$ cat config.mk
export PLATFORM = sky130hd
export DESIGN_NAME = lpca_delay
export DESIGN_NICKNAME = d
export VERILOG_FILES = /design/src/hw/rtl/line_pair_closest_approach_macros.svh /design/src/hw/rtl/lpca_delay.sv
export SDC_FILE = /design/constraint.sdc
export NUM_CORES = 1
export LEC_CHECK = 0
export BUFFER_PORTS_ARGS = -buffer_cell sky130_fd_sc_hd__buf_4
export CAP_MARGIN = 20
export CORE_MARGIN = 5
export CORE_UTILIZATION = 55
export DETAILED_ROUTE_END_ITERATION = 8
export PLACE_DENSITY = 0.91
export SLEW_MARGIN = 20
export SYNTH_ARGS = -nofsm -noshare
export SYNTH_HDL_FRONTEND = slang
export SYNTH_SLANG_ARGS = --single-unit
export TNS_END_PERCENT = 10
$ cat constraint.sdc
create_clock -name clk -period 1.38 [get_ports clk]
set_input_delay 0.414 -clock clk [delete_from_list [all_inputs] [get_ports clk]]
set_output_delay 0.414 -clock clk [all_outputs]
set_load 0.02 [all_outputs]
$ cat src/hw/rtl/line_pair_closest_approach_macros.svh
// Assertion macros for the line pair closest approach block.
// Included by the RTL files that carry concurrent checks.
`ifndef LINE_PAIR_CLOSEST_APPROACH_MACROS_SVH
`define LINE_PAIR_CLOSEST_APPROACH_MACROS_SVH

`ifndef SYNTH
`define LPCA_ASSERT_IMP(lbl, clk, rst, ante, cons) \
  lbl: assert property (@(posedge clk) disable iff (rst) (ante) |-> (cons)) \
    else $error("lpca implication check failed");
`define LPCA_ASSERT_NXT(lbl, clk, rst, ante, cons) \
  lbl: assert property (@(posedge clk) disable iff (rst) (ante) |=> (cons)) \
    else $error("lpca next-cycle check failed");
`else
`define LPCA_ASSERT_IMP(lbl, clk, rst, ante, cons)
`define LPCA_ASSERT_NXT(lbl, clk, rst, ante, cons)
`endif

`endif

$ cat src/hw/rtl/lpca_delay.sv
// Enabled shift line that keeps side values aligned with the long arithmetic paths.
// Generic helper for the line pair closest approach pipeline.
`timescale 1ns / 1ps
`default_nettype none

module lpca_delay #(
  parameter int W     = 8,
  parameter int DEPTH = 4
) (
  input  logic         clk,
  input  logic         en,
  input  logic [W-1:0] d,
  output logic [W-1:0] q
);

  logic [W-1:0] sr [DEPTH];

  always_ff @(posedge clk) begin
    if (en) begin
      sr[0] <= d;
      for (int k = 1; k < DEPTH; k++) begin
        sr[k] <= sr[k-1];
      end
    end
  end

  assign q = sr[DEPTH-1];

endmodule

`default_nettype wire

**Word-level counts from Yosys, hierarchy flattened**

Memories as Yosys holds them, arrays and structs flattened.
Cells that the tools add are included.
W data, S select, Z words.

- Input port bits: 10
- Output and inout bits: 8
- Logic and storage cells: 3
- Register bits: 0
- Memories kept: 1
- Bits in writable memories: 32

Memory list:

| memory | depth | bits a word | rd ports | clocked after Yosys merged registers in | wr ports | line | RTL |
|---|---|---|---|---|---|---|---|
| sr | 4 | 8 | 4 | 0 | 4 | lpca_delay.sv:16 | `logic [W-1:0] sr [DEPTH];` |

- Multiplexer cells: 2

Operator list:

| kind | number |
|---|---|
| $mux W1 | 2 |

**Logic depth before layout (Yosys ltp)**

- Depth in word-level cells: 2
- Depth in mapped cells: 0
- Depth with buffers taken out: 0

**Least setup slack after synthesis**

No wires, ideal clock.

- Kind: reg2out
- From: memory sr[3][0]
- To: output port q[0]
- Cell stages (with the launch flop): 1
- Buffers on the path: 0
- Required time: 0.966 ns
- Setup slack: 0.517 ns
- Data arrival time: 0.449 ns
- Cells stage by stage: edfxtp_1

RTL lines:

| element | line | RTL |
|---|---|---|
| start, declared | lpca_delay.sv:16 |  |
| end, declared | lpca_delay.sv:13 | `output logic [W-1:0] q` |

==> impl_results.md <==
* Outcome: complete, no violations
* Number of fillers in the final layout at roughly 110
* Placer Congestion at 0.6111
* Cts repair resizes at 0
* Commonest cells in the netlist: 32 x edfxtp_1
* Leakage at 0.4273 nW
* Sequential area share after synthesis at 100.0%
* Final-report setup violation count at 0
* Multi-input gates at 0
* # IOs at 18
* Share of flip-flops with an asynchronous set or reset at 0%
* Starting Density at 56.89%
* Primary FF master, synth: edfxtp_1
* Critical Path End Type: primary output
* Register bit total from synthesis at 32
* Vias at between 300 and 400
* Chip height at 51.80 um
* Syn_area_per_cell at between 30 and 40 um2
* Regs by FF count: sr: 32 flops
* Tcrit/Tclk final at 91.30%
* Placed cell areas at 0.001110 mm2
* Stages on worst setup path at 1
* Cts bufs inserted at 5
* Slew @ Worst Pin at roughly 0.37 ns
* Final setup TNS at 0 ns
* CP Max Fanout at 1
* Nets at 66
* Worst EP required at 0.97 ns
* Die width at 51.80 um
* Antenna violation net count after detailed routing at 0
* Startpoint types: register
* Multi-input gate area at 0 um2
* Share of the synthesized area in the top cell type at 100.0%
* Routed wire length at 1.049 mm
* Post-synth top area cell: edfxtp_1
* PwrDens at 1453 mW/mm2
* Global-route wire length before repair at 1.752 mm
* Vias in the first global route at 419
* Via density at 5.041
* Final Cell Area at 0.001161 mm2
* Slowest-stage cell, CP: edfxtp_1
* Maximum vdd drop at around 980 uV
* Final min period at 1.260 ns
* Arrival @ worst endpoint at 0.85 ns
* Number of port buffers at 17
* Hold Crit Class: in2reg
* CP peak stage delay at 0.38 ns
* Drt pass-1 iters at 2
* Kind of cell adding the most delay to the critical path: flip-flops
* RSZ-0062 raised after global routing: no
* Hold Crit Depth at 1
* Slew HR at 75.07%
* Overall global routing resource usage at around 10%
* Clock tree from TritonCTS: built
* CP Class: reg2out
* Flip-flop count of the largest register after layout at 32
* Syn_nets at 42
* Die ar. at between 0.002 and 0.003 mm2
* Fmax at 793.7 MHz
* EDFF count, synth at 32
* Hold-fix buffers, CTS at 0
* Clock sink total at 32
* Worst-skew pair later-pin latency at 0.30 ns
* Fin. max-slew vios at 0
* Diode count at 0
* Clock skew at 0.002713 ns
* Root Driver: clkbuf_4
* Area Growth Syn to Fin at 20.83%
* Reg2reg path depth at 0
* Top reg by flops: sr
* Starting DRT DRC Count at 1
* Critical path, cell by cell: buf_4
* GRT overflow at 0
* Average wire per standard cell at around 14 um
* Reg clk slew, reported paths at 0.09 ns
* Residual DRC at 0
* Netlist cell types at 1
* Mapped Cells at 32
* Post-CTS Setup Repair Bufs at 0
* Core area at 0.001689 mm2
* Endpoints failing hold at 0
* Row cnt at 15
* Synth area leaders: edfxtp_1 100%
* Largest net degree at the start of global routing at 33
* CP bufs+invs at 1
* Fraction of layout cells with a size suffix above 1 at 42.11%
* Initial antenna violation count at 0
* Synthesized cell area at about 960 um2
* Ys Warns at 0
* Most frequent cell after synthesis: edfxtp_1
* Max-cap violations at 0
* H-tree levels at 2
* Maximum clock path buffer count at 2
-- placed cells by master, fill, tap and decap left out --
master / Yosys / routed
clkinv_2: 0 / 2
clkbuf_4: 0 / 5
buf_4: 0 / 17
edfxtp_1: 32 / 32
clkinv_1: 0 / 1
-- layer usage --
metal  vias to the layer above  part of all wire [%]  GRT usage (%)
li1                        177                     -              -
met1                       173                    39          9.381
met2                        21                    49          16.31
met3                         2                   9.6          6.017
met4                         0                   1.3          7.860
met5                         -                     0              0
-- cell type report --
class	count	area, um2	share of cell area (%)
Sequential cell	32	960.9	82.76
Timing Repair Buffer	17	127.6	10.99
Clock buffer	5	37.54	3.233
Tap cell	17	21.27	1.832
Clock inverter	3	13.76	1.185
-- through the flow --
step	cells	power [mW]	setup WS, ns	utilization, %	hold WS (ns)
2_1_floorplan	32	1.195	0.5165	-	0.4003
3_3_place_gp	66	1.245	0.3067	65.70	0.4001
3_5_place_dp	66	1.256	0.2740	65.70	0.4052
4_1_cts	74	1.710	0.09683	68.74	0.2660
5_1_grt	74	1.779	0.04795	68.74	0.2459
6_report	74	1.687	0.1200	68.74	0.2790
-- logic make-up (layout without fill, tap and decap cells) --
group / after synthesis / count (layout) / share of synthesized area, %
buffers and inverters: 0 / 25 / 0
flip-flops: 32 / 32 / 100.0
-- report_power, final --
group | leakage [nW] | internal, mW | switching [mW]
registers | 0.313 | 1.14 | 0.0160
logic | 0.0817 | 0.0315 | 0.0402
clock network | 0.0324 | 0.186 | 0.269
total | 0.427 | 1.36 | 0.325
-- path summary, 6_finish.rpt --
path / startpoint / to / slack, ns
worst max-delay path: sr[3][6] / q[6] / 0.12
worst min-delay path: d[1] / sr[0][1] / 0.28
worst max register to register: sr[0][3] / sr[1][3] / 0.73
worst min register to register: sr[0][4] / sr[1][4] / 0.42
Note: power is estimated with default switching activity, not from simulation.
