$ cat src/hw/rtl/line_pair_closest_approach_macros.svh
// Assertion macros for the line pair closest approach block.
// Included by the RTL files that carry concurrent checks.
`ifndef LINE_PAIR_CLOSEST_APPROACH_MACROS_SVH
`define LINE_PAIR_CLOSEST_APPROACH_MACROS_SVH

`ifndef SYNTH
`define LPCA_ASSERT_IMP(lbl, clk, rst, ante, cons) \
  lbl: assert property (@(posedge clk) disable iff (rst) (ante) |-> (cons)) \
    else $error("lpca implication check failed");
`define LPCA_ASSERT_NXT(lbl, clk, rst, ante, cons) \
  lbl: assert property (@(posedge clk) disable iff (rst) (ante) |=> (cons)) \
    else $error("lpca next-cycle check failed");
`else
`define LPCA_ASSERT_IMP(lbl, clk, rst, ante, cons)
`define LPCA_ASSERT_NXT(lbl, clk, rst, ante, cons)
`endif

`endif

$ cat src/hw/rtl/lpca_mul.sv
// Two-stage signed multiplier: partial products of operand chunks, then a sum.
// Generic helper for the line pair closest approach pipeline.
`timescale 1ns / 1ps
`default_nettype none

module lpca_mul #(
  parameter int AW    = 35,
  parameter int BW    = 33,
  parameter int PARTS = 2
) (
  input  logic                    clk,
  input  logic                    en,
  input  logic signed [AW-1:0]    a,
  input  logic signed [BW-1:0]    b,
  output logic signed [AW+BW-1:0] p
);

  localparam int CH  = (AW + PARTS - 1) / PARTS;
  localparam int PW  = CH * PARTS;
  localparam int PPW = CH + 1 + BW;
  localparam int SW  = PW + BW;

  logic signed [PW-1:0]  a_ext;
  logic signed [CH:0]    chunk [PARTS];
  logic signed [PPW-1:0] pp_next [PARTS];
  logic signed [PPW-1:0] pp [PARTS];
  logic signed [SW-1:0]  acc;

  assign a_ext = PW'(a);

  // Lower chunks are unsigned; only the top chunk carries the sign.
  always_comb begin
    for (int k = 0; k < PARTS; k++) begin
      if (k == PARTS - 1) begin
        chunk[k] = {a_ext[PW-1], a_ext[k*CH +: CH]};
      end else begin
        chunk[k] = {1'b0, a_ext[k*CH +: CH]};
      end
      pp_next[k] = chunk[k] * b;
    end
  end

  always_comb begin
    acc = '0;
    for (int k = 0; k < PARTS; k++) begin
      acc = acc + (SW'(pp[k]) <<< (k * CH));
    end
  end

  always_ff @(posedge clk) begin
    if (en) begin
      for (int k = 0; k < PARTS; k++) begin
        pp[k] <= pp_next[k];
      end
      p <= acc[AW+BW-1:0];
    end
  end

endmodule

`default_nettype wire

$ cat config.mk
export PLATFORM = sky130hd
export DESIGN_NAME = lpca_mul
export DESIGN_NICKNAME = d
export VERILOG_FILES = /design/src/hw/rtl/line_pair_closest_approach_macros.svh /design/src/hw/rtl/lpca_mul.sv
export SDC_FILE = /design/constraint.sdc
export NUM_CORES = 2
export LEC_CHECK = 0
export BUFFER_PORTS_ARGS = -buffer_cell sky130_fd_sc_hd__clkbuf_2
export CAP_MARGIN = 5
export CORE_ASPECT_RATIO = 1.2
export CORE_MARGIN = 2
export CORE_UTILIZATION = 23
export DETAILED_ROUTE_END_ITERATION = 8
export SKIP_LAST_GASP = 1
export SLEW_MARGIN = 20
export SYNTH_ARGS = -nofsm -noshare
export SYNTH_HDL_FRONTEND = slang
export SYNTH_SLANG_ARGS = --single-unit
$ cat constraint.sdc
create_clock -name clk -period 6.5 [get_ports clk]
set_input_delay 0.65 -clock clk [delete_from_list [all_inputs] [get_ports clk]]
set_output_delay 0.65 -clock clk [all_outputs]
set_load 0.02 [all_outputs]
## Word level (Yosys, flattened, before mapping)

Memory sizes are Yosys's and may differ from the RTL's.
Index checks and enable logic that the tools add are counted.

- Flip-flop bits (word level): 68
- Output and inout port bits: 68
- Word-level logic and storage cells: 7
- Input port bits: 70
- Memories kept: 1
- RAM bits: 104

- Multipliers: 2
- Add/subtract/negate cells: 1
- Muxes and demuxes: 2

Memory list:

| name | words | width | read ports | clocked after Yosys merged registers in | write ports | RTL line | text |
|---|---|---|---|---|---|---|---|
| pp | 2 | 52 | 2 | 0 | 2 | lpca_mul.sv:26 | `logic signed [PPW-1:0] pp [PARTS];` |

Operators with widths:

| cell | number |
|---|---|
| adder 52 x 68 -> 68 bit | 1 |
| multiplier 19 x 33 -> 52 bit | 1 |
| multiplier 17 x 33 -> 50 bit | 1 |
| two-way mux 1 bit | 2 |

## Longest topological paths before layout

- Depth after elaboration: 2
- Mapped depth: 27

## Least setup slack after synthesis

No wires, ideal clock.

- Path kind: input-to-reg
- Start point: in a[34]
- End point: mem pp[0][100] in the netlist's numbering, data pin
- Setup slack: -0.237 ns
- Stages on the path: 24
- Required time: 6.242 ns
- Arrival time: 6.480 ns
- Buffers on the path: 3
- Cell sequence: inv_1 -> clkbuf_1 -> clkbuf_1 -> nor2_1 -> fa_1 -> fa_1 -> fa_1 -> fa_1 -> fa_1 -> inv_1 -> fa_1 -> inv_1 -> ha_1 -> clkbuf_1 -> a21oi_1 -> o21ai_1 -> a2111oi_2 -> a211oi_1 -> nor3_1 -> nand2b_1 -> o21ai_1 -> a221o_1 -> a21oi_1 -> xnor2_1

RTL lines:

| what | RTL line | text |
|---|---|---|
| start, declared | lpca_mul.sv:13 | `input logic signed [AW-1:0] a,` |
| end, declared | lpca_mul.sv:26 |  |

==> impl_metrics.yaml <==
setup_path:
  cp_slowest_cell: "fa_2"
  required_ns: 6.76
  criticalPathCategory: "in2reg"
  startpoint_type: "primary input"
  crit_arrival_ns: 6.68
  cp_max_fo: 7
  cpPeakStageDelay_ns: 0.63
  critPathCaptureType: "flop"
sta:
  slew_headroom_pct: 33.5
  drv_slew: 0
  rsz0062_at_grt: "yes"
  worst_slack_ns: 0.0762
  skew_ns: 0.0224
  setup_tns_ns: 0
  final-setup-viol-count: 0
  period_needed_ns: 6.42
  hold_viol: 0
  fmax_mhz: 156
  worst_slew_pin_slew_ns: 0.997
  timing.final.crit_share_pct: 98.8
routing:
  remaining_drc_errors: 0
  routed_via_density: 4.23
  drt-total-wl_um: 137000
  vias: 35653
  first_pass_iters: 7
  drt_iter0_markers: 1927
  ant_nets: 0
  wl_per_cell_um: 16.2
synthesis:
  synth.ff_latch_count: 170
  synthArstFlopShare_pct: 0
  synth_area_leaders: "fa_1 47%, edfxtp_1 11%, inv_1 10%"
  avgSynthCellArea_um2: 9.42
  syn_inst: 5068
  yosysUniqueCellTypes: 76
  post-synth-top-count-cell: "inv_1"
  synthTopCellsByCount: "1270 x inv_1, 1110 x fa_1, 671 x nand2_1"
  netlist.area_leader.share_pct: 46.6
  synth-edff-count: 170
  yosys.area.top_type: "fa_1"
  synth_ff_type: "edfxtp_1"
  ys_seq_area_share_pct: 10.7
  syn-cell-area_mm2: 0.0477
  yosys_warnings: 0
  synth_nets: 6543
cts:
  h-tree-depth: 4
  cts_buffer_depth: 2
  postCtsHoldBufs: 0
  cts.sinks: 170
  clkTransAtPathRegs_ns: 0.08
  cts_tree: "built"
  clock_latency_ns: 0.50
  root_buffer: "clkbuf_16"
  cts_made_buffers: 17
floorplan:
  die_w_um: 420
  core_mm2: 0.207
  start_util_pct: 23.1
  num_rows: 183
  io_pins: 138
  die_h_um: 503
  die-area_mm2: 0.211
placed_design:
  dp_slack_ns: -0.796
  portBuffers: 137
  gp_congestion: 0.883
  hpwl_um: 114000
global_route:
  grt_max_degree: 113
  grt-ovfl-total: 0
  grt_pass1_vias: 39918
  grtUsageTotal_pct: 13.0
  antenna_found_initial: 10
  grt_pass1_wl_um: 215000
status:
  status: "completed"
hold_path:
  hold_path_class: "reg2reg"
layout:
  seq_area_mm2: 0.00510
  num-fill-cells: 21791
  drive_above_1_share_pct: 17.3
  syn2layout_area_growth_pct: 22.1
  multiInputGateArea_mm2: 0.0378
  fin_nets: 7102
run:
  cap_violations: 0
-- final timing paths --
path / startpoint / to / slack [ns] / depth (start not counted)
hold reg to reg: pp[0][10]$_DFFE_PP_ / p[10]$_DFFE_PP_ / 0.41 / 0
setup / recovery: b[9] / pp[0][100]$_DFFE_PP_ / 0.08 / 25
hold / removal: pp[0][10]$_DFFE_PP_ / p[10]$_DFFE_PP_ / 0.41 / 0
setup reg to reg: pp[0][18]$_DFFE_PP_ / p[66]$_DFFE_PP_ / 2.33 / 13
-- state kept, by name (all words and copies together) (netlist names) --
name	count
pp	102
p	68
-- timing repair --
action	CTS	global route
pin swaps	3	139
gates cloned	0	10
setup buffers	1	31
endpoints found under the hold margin	0	0
setup endpoints to repair	27	36
resized for setup	25	282
-- per-layer routing --
metal / GRT usage, % / up-vias / part of all wire, %
met5: 0 / - / 0.034
met4: 4.59 / 8 / 4.2
met3: 1.61 / 217 / 4.5
met2: 24.4 / 822 / 53
met1: 15.0 / 18538 / 38
li1: - / 16068 / -
-- logic make-up after synthesis --
kind of cell	share of synthesized area, %
adder cells (fa/ha/maj)	54.3
AND/OR/NAND/NOR	14.5
AO/OA/AOI/OAI	6.03
XOR/XNOR	2.77
buffers and inverters	11.7
flip-flops	10.7
-- critical path: cells and delay by family --
family,cells,cell delay [ns]
adder cells (fa/ha/maj),7,3.25
AO/OA/AOI/OAI,6,1.14
buffers and inverters,8,1.04
AND/OR/NAND/NOR,3,0.50
XOR/XNOR,1,0.07
-- layout by cell type, fill, tap and decap left out, types with 26 or more instances in the layout --
| cell type | n |
|---|---|
| inv_1 | 1257 |
| fa_2 | 29 |
| xor2_1 | 38 |
| ha_1 | 274 |
| and2_1 | 519 |
| buf_6 | 38 |
| clkbuf_2 | 104 |
| o21bai_1 | 29 |
| a21o_1 | 64 |
| a21oi_1 | 129 |
| clkbuf_16 | 27 |
| nand2_1 | 666 |
| fa_1 | 1081 |
| nor2_1 | 79 |
| o21ai_0 | 50 |
| nand2b_1 | 26 |
| a21oi_2 | 27 |
| xnor2_1 | 113 |
| buf_12 | 53 |
| buf_4 | 538 |
| edfxtp_1 | 170 |
-- area by class of cell --
| type | count | area share, % |
|---|---|---|
| repair buffers | 763 | 11.2 |
| diodes | 8 | 0.0343 |
| clock inverters | 15 | 0.303 |
| inverters | 1270 | 8.18 |
| multi-input cells | 3405 | 64.9 |
| flip-flops and latches | 170 | 8.76 |
| clock buffers | 17 | 0.730 |
| well taps | 2775 | 5.96 |
-- per-stage QoR --
| step | hold slack, ns | utilization [%] | cells | cell area [µm²] |
|---|---|---|---|---|
| 4_1_cts | 0.416 | 27.4 | 8375 | 56800 |
| 5_1_grt | 0.416 | 28.2 | 8416 | 58300 |
| 6_report | 0.414 | 28.2 | 8423 | 58300 |
| 3_3_place_gp | 0.402 | 27.1 | 8342 | 56000 |
| 2_1_floorplan | 0.400 | - | 5068 | 47800 |
| 3_5_place_dp | 0.405 | 27.1 | 8342 | 56000 |
Power is not shown: default switching activity piles up to over one toggle a cycle in this logic, so the estimate is an artifact.
