<file path="config.mk">
export PLATFORM = sky130hd
export DESIGN_NAME = lpca_sqrt
export DESIGN_NICKNAME = d
export VERILOG_FILES = /design/src/hw/rtl/line_pair_closest_approach_macros.svh /design/src/hw/rtl/lpca_sqrt.sv
export SDC_FILE = /design/constraint.sdc
export NUM_CORES = 2
export LEC_CHECK = 0
export BUFFER_PORTS_ARGS = -buffer_cell sky130_fd_sc_hd__buf_2
export CAP_MARGIN = 10
export CORE_ASPECT_RATIO = 2
export CORE_MARGIN = 2
export CORE_UTILIZATION = 55
export DETAILED_ROUTE_END_ITERATION = 10
export HOLD_SLACK_MARGIN = 0.1
export MAX_ROUTING_LAYER = met4
export PLACE_DENSITY = 0.71
export SYNTH_ARGS = -nofsm -noshare
export SYNTH_HDL_FRONTEND = slang
export SYNTH_SLANG_ARGS = --single-unit
</file>
<file path="constraint.sdc">
create_clock -name clk -period 13.8 [get_ports clk]
set_input_delay 1.38 -clock clk [delete_from_list [all_inputs] [get_ports clk]]
set_output_delay 1.38 -clock clk [all_outputs]
set_load 0.02 [all_outputs]
</file>
<file path="src/hw/rtl/line_pair_closest_approach_macros.svh">
// Assertion macros for the line pair closest approach block.
// Included by the RTL files that carry concurrent checks.
`ifndef LINE_PAIR_CLOSEST_APPROACH_MACROS_SVH
`define LINE_PAIR_CLOSEST_APPROACH_MACROS_SVH

`ifndef SYNTH
`define LPCA_ASSERT_IMP(lbl, clk, rst, ante, cons) \
  lbl: assert property (@(posedge clk) disable iff (rst) (ante) |-> (cons)) \
    else $error("lpca implication check failed");
`define LPCA_ASSERT_NXT(lbl, clk, rst, ante, cons) \
  lbl: assert property (@(posedge clk) disable iff (rst) (ante) |=> (cons)) \
    else $error("lpca next-cycle check failed");
`else
`define LPCA_ASSERT_IMP(lbl, clk, rst, ante, cons)
`define LPCA_ASSERT_NXT(lbl, clk, rst, ante, cons)
`endif

`endif

</file>
<file path="src/hw/rtl/lpca_sqrt.sv">
// Pipelined integer square root, one result bit per stage.
// Generic helper for the line pair closest approach pipeline.
`timescale 1ns / 1ps
`default_nettype none

module lpca_sqrt #(
  parameter int XW = 62
) (
  input  logic              clk,
  input  logic              en,
  input  logic [XW-1:0]     x,
  output logic [XW/2-1:0]   root
);

  localparam int RW = XW / 2;

  logic [XW-1:0] rem_q [RW];
  logic [RW-1:0] r_q   [RW];

  for (genvar j = 0; j < RW; j++) begin : g_stage
    localparam int B = RW - 1 - j;
    logic [XW-1:0] rem_in;
    logic [RW-1:0] r_in;
    logic [XW:0]   trial;

    if (j == 0) begin : g_first
      assign rem_in = x;
      assign r_in   = '0;
    end else begin : g_next
      assign rem_in = rem_q[j-1];
      assign r_in   = r_q[j-1];
    end

    // (r + 2^B)^2 - r^2; r has no bits at or below B, so OR acts as add.
    assign trial = ((XW+1)'(r_in) << (B + 1)) | ((XW+1)'(1) << (2 * B));

    always_ff @(posedge clk) begin
      if (en) begin
        if ({1'b0, rem_in} >= trial) begin
          rem_q[j] <= rem_in - trial[XW-1:0];
          r_q[j]   <= r_in | (RW'(1) << B);
        end else begin
          rem_q[j] <= rem_in;
          r_q[j]   <= r_in;
        end
      end
    end
  end

  assign root = r_q[RW-1];

endmodule

`default_nettype wire

</file>
* After elaboration in Yosys (flattened, before gate mapping) *
Memory sizes are Yosys's and may differ from the RTL's.
Index checks and enable logic that the tools add are counted.

cells by class
  $add $sub $neg = 31
  magnitude comparators = 31
  multiplexer cells = 248
  bitwise gates (word level) = 62

operator list
  cell                                                            count
  62-bit two-way mux                                              31
  31-bit two-way mux                                              31
  1-bit two-way mux                                               186
  62-bit by 32-bit greater-or-equal comparator with 1-bit output  1
  62-bit by 33-bit greater-or-equal comparator with 1-bit output  1
  62-bit by 34-bit greater-or-equal comparator with 1-bit output  1
  62-bit by 35-bit greater-or-equal comparator with 1-bit output  1
  62-bit by 36-bit greater-or-equal comparator with 1-bit output  1
  62-bit by 37-bit greater-or-equal comparator with 1-bit output  1
  62-bit by 38-bit greater-or-equal comparator with 1-bit output  1
  62-bit by 39-bit greater-or-equal comparator with 1-bit output  1
  62-bit by 40-bit greater-or-equal comparator with 1-bit output  1
  62-bit by 41-bit greater-or-equal comparator with 1-bit output  1
  62-bit by 42-bit greater-or-equal comparator with 1-bit output  1
  62-bit by 43-bit greater-or-equal comparator with 1-bit output  1
  62-bit by 44-bit greater-or-equal comparator with 1-bit output  1
  62-bit by 45-bit greater-or-equal comparator with 1-bit output  1
  62-bit by 46-bit greater-or-equal comparator with 1-bit output  1
  62-bit by 47-bit greater-or-equal comparator with 1-bit output  1
  62-bit by 48-bit greater-or-equal comparator with 1-bit output  1
  62-bit by 49-bit greater-or-equal comparator with 1-bit output  1
  62-bit by 50-bit greater-or-equal comparator with 1-bit output  1
  62-bit by 51-bit greater-or-equal comparator with 1-bit output  1
  62-bit by 52-bit greater-or-equal comparator with 1-bit output  1
  42 further kinds                                                103

storage, ports and cells
  register bits = 0
  RAM bits = 2883
  bits of input ports = 64
  output and inout port bits = 31
  memories = 2

memories
  memory  depth  width  read ports  clocked after memory_dff  write ports  RTL line         RTL
  rem_q   31     62     30          0                         31           lpca_sqrt.sv:17  logic [XW-1:0] rem_q [RW];
  r_q     31     31     31          0                         31           lpca_sqrt.sv:18  logic [RW-1:0] r_q [RW];

* Logic depth before layout (Yosys ltp) *
An unclocked memory read counts as a cell.

  depth after elaboration = 6
  mapped depth = 14

* Worst setup path before layout *
Ideal clock, no wire load.

  kind = input to register
  start point = in en
  end point = mem r_q[1][404] (netlist bit), enable pin
  library setup time = 0.483 ns
  arrival = 4.943 ns
  data required time = 13.317 ns
  slack = 8.373 ns
  stages on the path = 5
  buffers on the path = 5
  path through = clkbuf_1 clkbuf_1 clkbuf_1 clkbuf_1 clkbuf_1

RTL lines
  element      RTL line         RTL
  from (decl)  lpca_sqrt.sv:10  input logic en,
  to (decl)    lpca_sqrt.sv:18

==> impl_results.md <==
- Syn Inst Count: approximately 9200
- GRT overflow: 0
- DR top layer: met4
- Unrepaired setup endpoints after global routing: false
- Post-CTS Hold Fix Bufs: 0
- P_sw: between 0.006 and 0.007 W
- Seq pwr share: 0.483
- Most used DFF post-synth: edfxtp_1
- Net count, final: around 10000
- CTS max path bufs: 4
- Clk_skew: just under 0.08 ns
- Min-delay worst type: reg2reg
- Synth area leaders: edfxtp_1 (62%), ha_1 (5.7%), xnor2_1 (3.2%)
- Port Buffer Count: 94
- Vias in the first global route: around 80000
- CP Class: reg2reg
- Starting Density: 0.553
- Largest net degree at the start of global routing: approximately 190
- Worst-Margin Slew: 1.39 ns
- RD Place Congestion: approximately 1.1
- Syn-to-layout area delta: 9.70%
- # resized after CTS: 0
- Cell taking the most area after synthesis: edfxtp_1
- 1st-pass router iterations: 8
- Library cells used by synthesis: 97
- Synth warn: 0
- Crit-path max FO: 36
- Final hold vios: 0
- I/O Pins: 95
- Remaining antenna violation count after routing: 0
- First-pass GRT wire length: 564000 um
- Worst rel slew slack: 0.0700
- H-Tree Depth: 4
- Post-DP Area: 119000 um2
- Top-area cell type share of the netlist area: 0.619
- Clock Sinks: 2356
- Clock slew at reported path FFs: 0.07 ns
- Starting DRT DRC Count: roughly 5800
- Post-synthesis sequential area ratio: 0.619
- DRC Markers: 0
- Fin crit share: 0.433
- Row count: 236
- Post-DP HPWL: 320000 um
- Peak VDD IR: 143 uV
- Internal power: between 0.01 and 0.015 W
- CP Launch Type: flip-flop
- CTS tree: yes
- Leakage: 46.6 nW
- F_max: roughly 170 MHz
- Final TNS setup: 0 ns
- Req. time, crit path: 14.44 ns
- Die W: 326 um
- Critical path's slowest cell: a211oi_2
- Die Area: 212000 um2
- Setup crit end kind: flip-flop
- TritonCTS buffer count: 210
- Area of the core: 207000 um2
- Initial antenna violation count: 39
- Switching share of power: 0.325
- Combinational share of power: 0.236
- Share of post-route cells with drive strength above 1: 0.0772
- GRT Util Overall: 0.395
- Post-Syn Nets: 9800
- Root Driver: clkbuf_16
- Asr flop ratio synth: 0
- Status: finished clean
- Minimum clock period: 5.98 ns
- Setup Viol. Count Final: 0
- Post-route cell area: 125000 um2
- Die Ht: 649 um
- Met2 WL: about 230000 um
- Worst skew pair latency: 0.92 ns
- Arrival @ worst endpoint: about 6.6 ns
- Vias per inst: 6.33
- Max stage delay on crit path: between 1 and 1.5 ns
- Synth Cell Area: 114000 um2
- Fillers: 16200
- Routed WL: 406000 um
- Met1 Routed Length: between 80000 and 90000 um
- Yosys reg bits: 2356
- Max_cap viols: 0
- Power per Cell Area: 164 nW/um2
- Clk network pwr share: 0.281
- Drt wl/cell: 32.8 um
- Syn_area_per_cell: 12.4 um2
- Post-synth EDFFs: ~2400
- Routed wl met3: around 17000 um
- Final Max Slew Viols: 0
- CP cell instances: inv_1 -> ha_1 -> nor2b_1 -> o31a_1 -> o2111ai_1 -> nand4b_1 -> a211oi_2 -> inv_2 -> o211ai_2 -> nor2_1 -> nand3b_1 -> xnor2_1
- Setup bufs post-CTS: 0
- Via count: 78400
## area by class of cell
| type | count | area (um2) | area share |
|---|---|---|---|
| sequential | 2356 | 70700 | 0.564 |
| multi-input combinational | 5956 | 40500 | 0.323 |
| clock buffer | 245 | 5490 | 0.0438 |
| tap | 2737 | 3420 | 0.0273 |
| inverter | 663 | 2490 | 0.0198 |
| timing repair buffer | 235 | 1630 | 0.0130 |
| clock inverter | 126 | 1010 | 0.00809 |
| antenna | 63 | 158 | 0.00126 |
## cells in the final DEF, fill, tap and decap left out, types with 95 or more instances in the layout
cell type	count
edfxtp_1	2356
inv_1	661
nand2_1	622
nor2_1	546
a21oi_1	533
ha_1	525
o21ai_0	496
xnor2_1	416
xor2_1	402
nor4_1	312
nor3_1	247
clkbuf_16	215
a21o_1	210
nand3_1	170
nand4_1	160
buf_4	127
nand2b_1	97
buf_2	95
## worst max-delay path, delay by kind of cell, from the launching register on
family	cells	cell delay, ns
simple gates	4	1.24
buf+inv	2	0.82
fa+ha+maj	1	0.34
compound gates	4	2.63
xor+xnor	1	0.07
flops	1	0.61
## flip-flops by register name, indices dropped and copies added (netlist names)
name   count
rem_q   1860
r_q      496
## power by group through the flow
stage | registers [W] | logic (W) | clock network [W]
after floorplan | 0.00955 | 0.00318 | 0
after detailed placement | 0.0100 | 0.00470 | 0
final | 0.00994 | 0.00485 | 0.00579
after global placement | 0.0100 | 0.00461 | 0
after global routing | 0.00996 | 0.00517 | 0.00607
after CTS | 0.00988 | 0.00472 | 0.00583
## Yosys cell counts (all sizes together) (210+ instances only)
| cell | count |
|---|---|
| a21oi | 534 |
| nor2 | 549 |
| nor3 | 256 |
| xnor2 | 417 |
| o21ai | 500 |
| inv | 663 |
| ha | 525 |
| edfxtp | 2356 |
| a21o | 210 |
| nand2 | 622 |
| xor2 | 403 |
| nor4 | 333 |
## final timing paths
path                                    start            end  slack, ns  cells past startpoint
worst max register to register     r_q[1][74]  rem_q[1][244]       7.82                     12
worst min-delay path            rem_q[0][653]  rem_q[0][715]       0.40                      0
worst max-delay path               r_q[1][74]  rem_q[1][244]       7.82                     12
worst min register to register  rem_q[0][653]  rem_q[0][715]       0.40                      0
## through the flow
stage	worst slack, ns	cells	hold WS [ns]	power, W	utilization
2_1_floorplan	8.37	9211	0.417	0.0127	-
3_3_place_gp	6.88	11900	0.422	0.0146	0.574
3_5_place_dp	7.77	11900	0.425	0.0147	0.574
4_1_cts	8.38	12300	0.400	0.0204	0.606
5_1_grt	7.85	12400	0.416	0.0212	0.607
6_report	7.82	12400	0.398	0.0206	0.607
## routing by layer
metal,up-vias,GRT usage
met5,-,-
met2,3080,0.767
met1,38200,0.223
met4,0,0.514
li1,35000,-
met3,2109,0.0773
## kinds of logic (layout without fill, tap and decap cells)
family / Yosys count / count (layout) / share of synthesized area
multiplexers: 84 / 84 / 0.00813
other: 0 / 63 / 0
buffers and inverters: 899 / 1269 / 0.0300
XOR/XNOR: 820 / 820 / 0.0629
AND/OR/NAND/NOR: 2770 / 2770 / 0.128
AO/OA/AOI/OAI: 1757 / 1757 / 0.0954
flip-flops: 2356 / 2356 / 0.619
adder cells (fa/ha/maj): 525 / 525 / 0.0574
(Power assumes the default switching activity.)
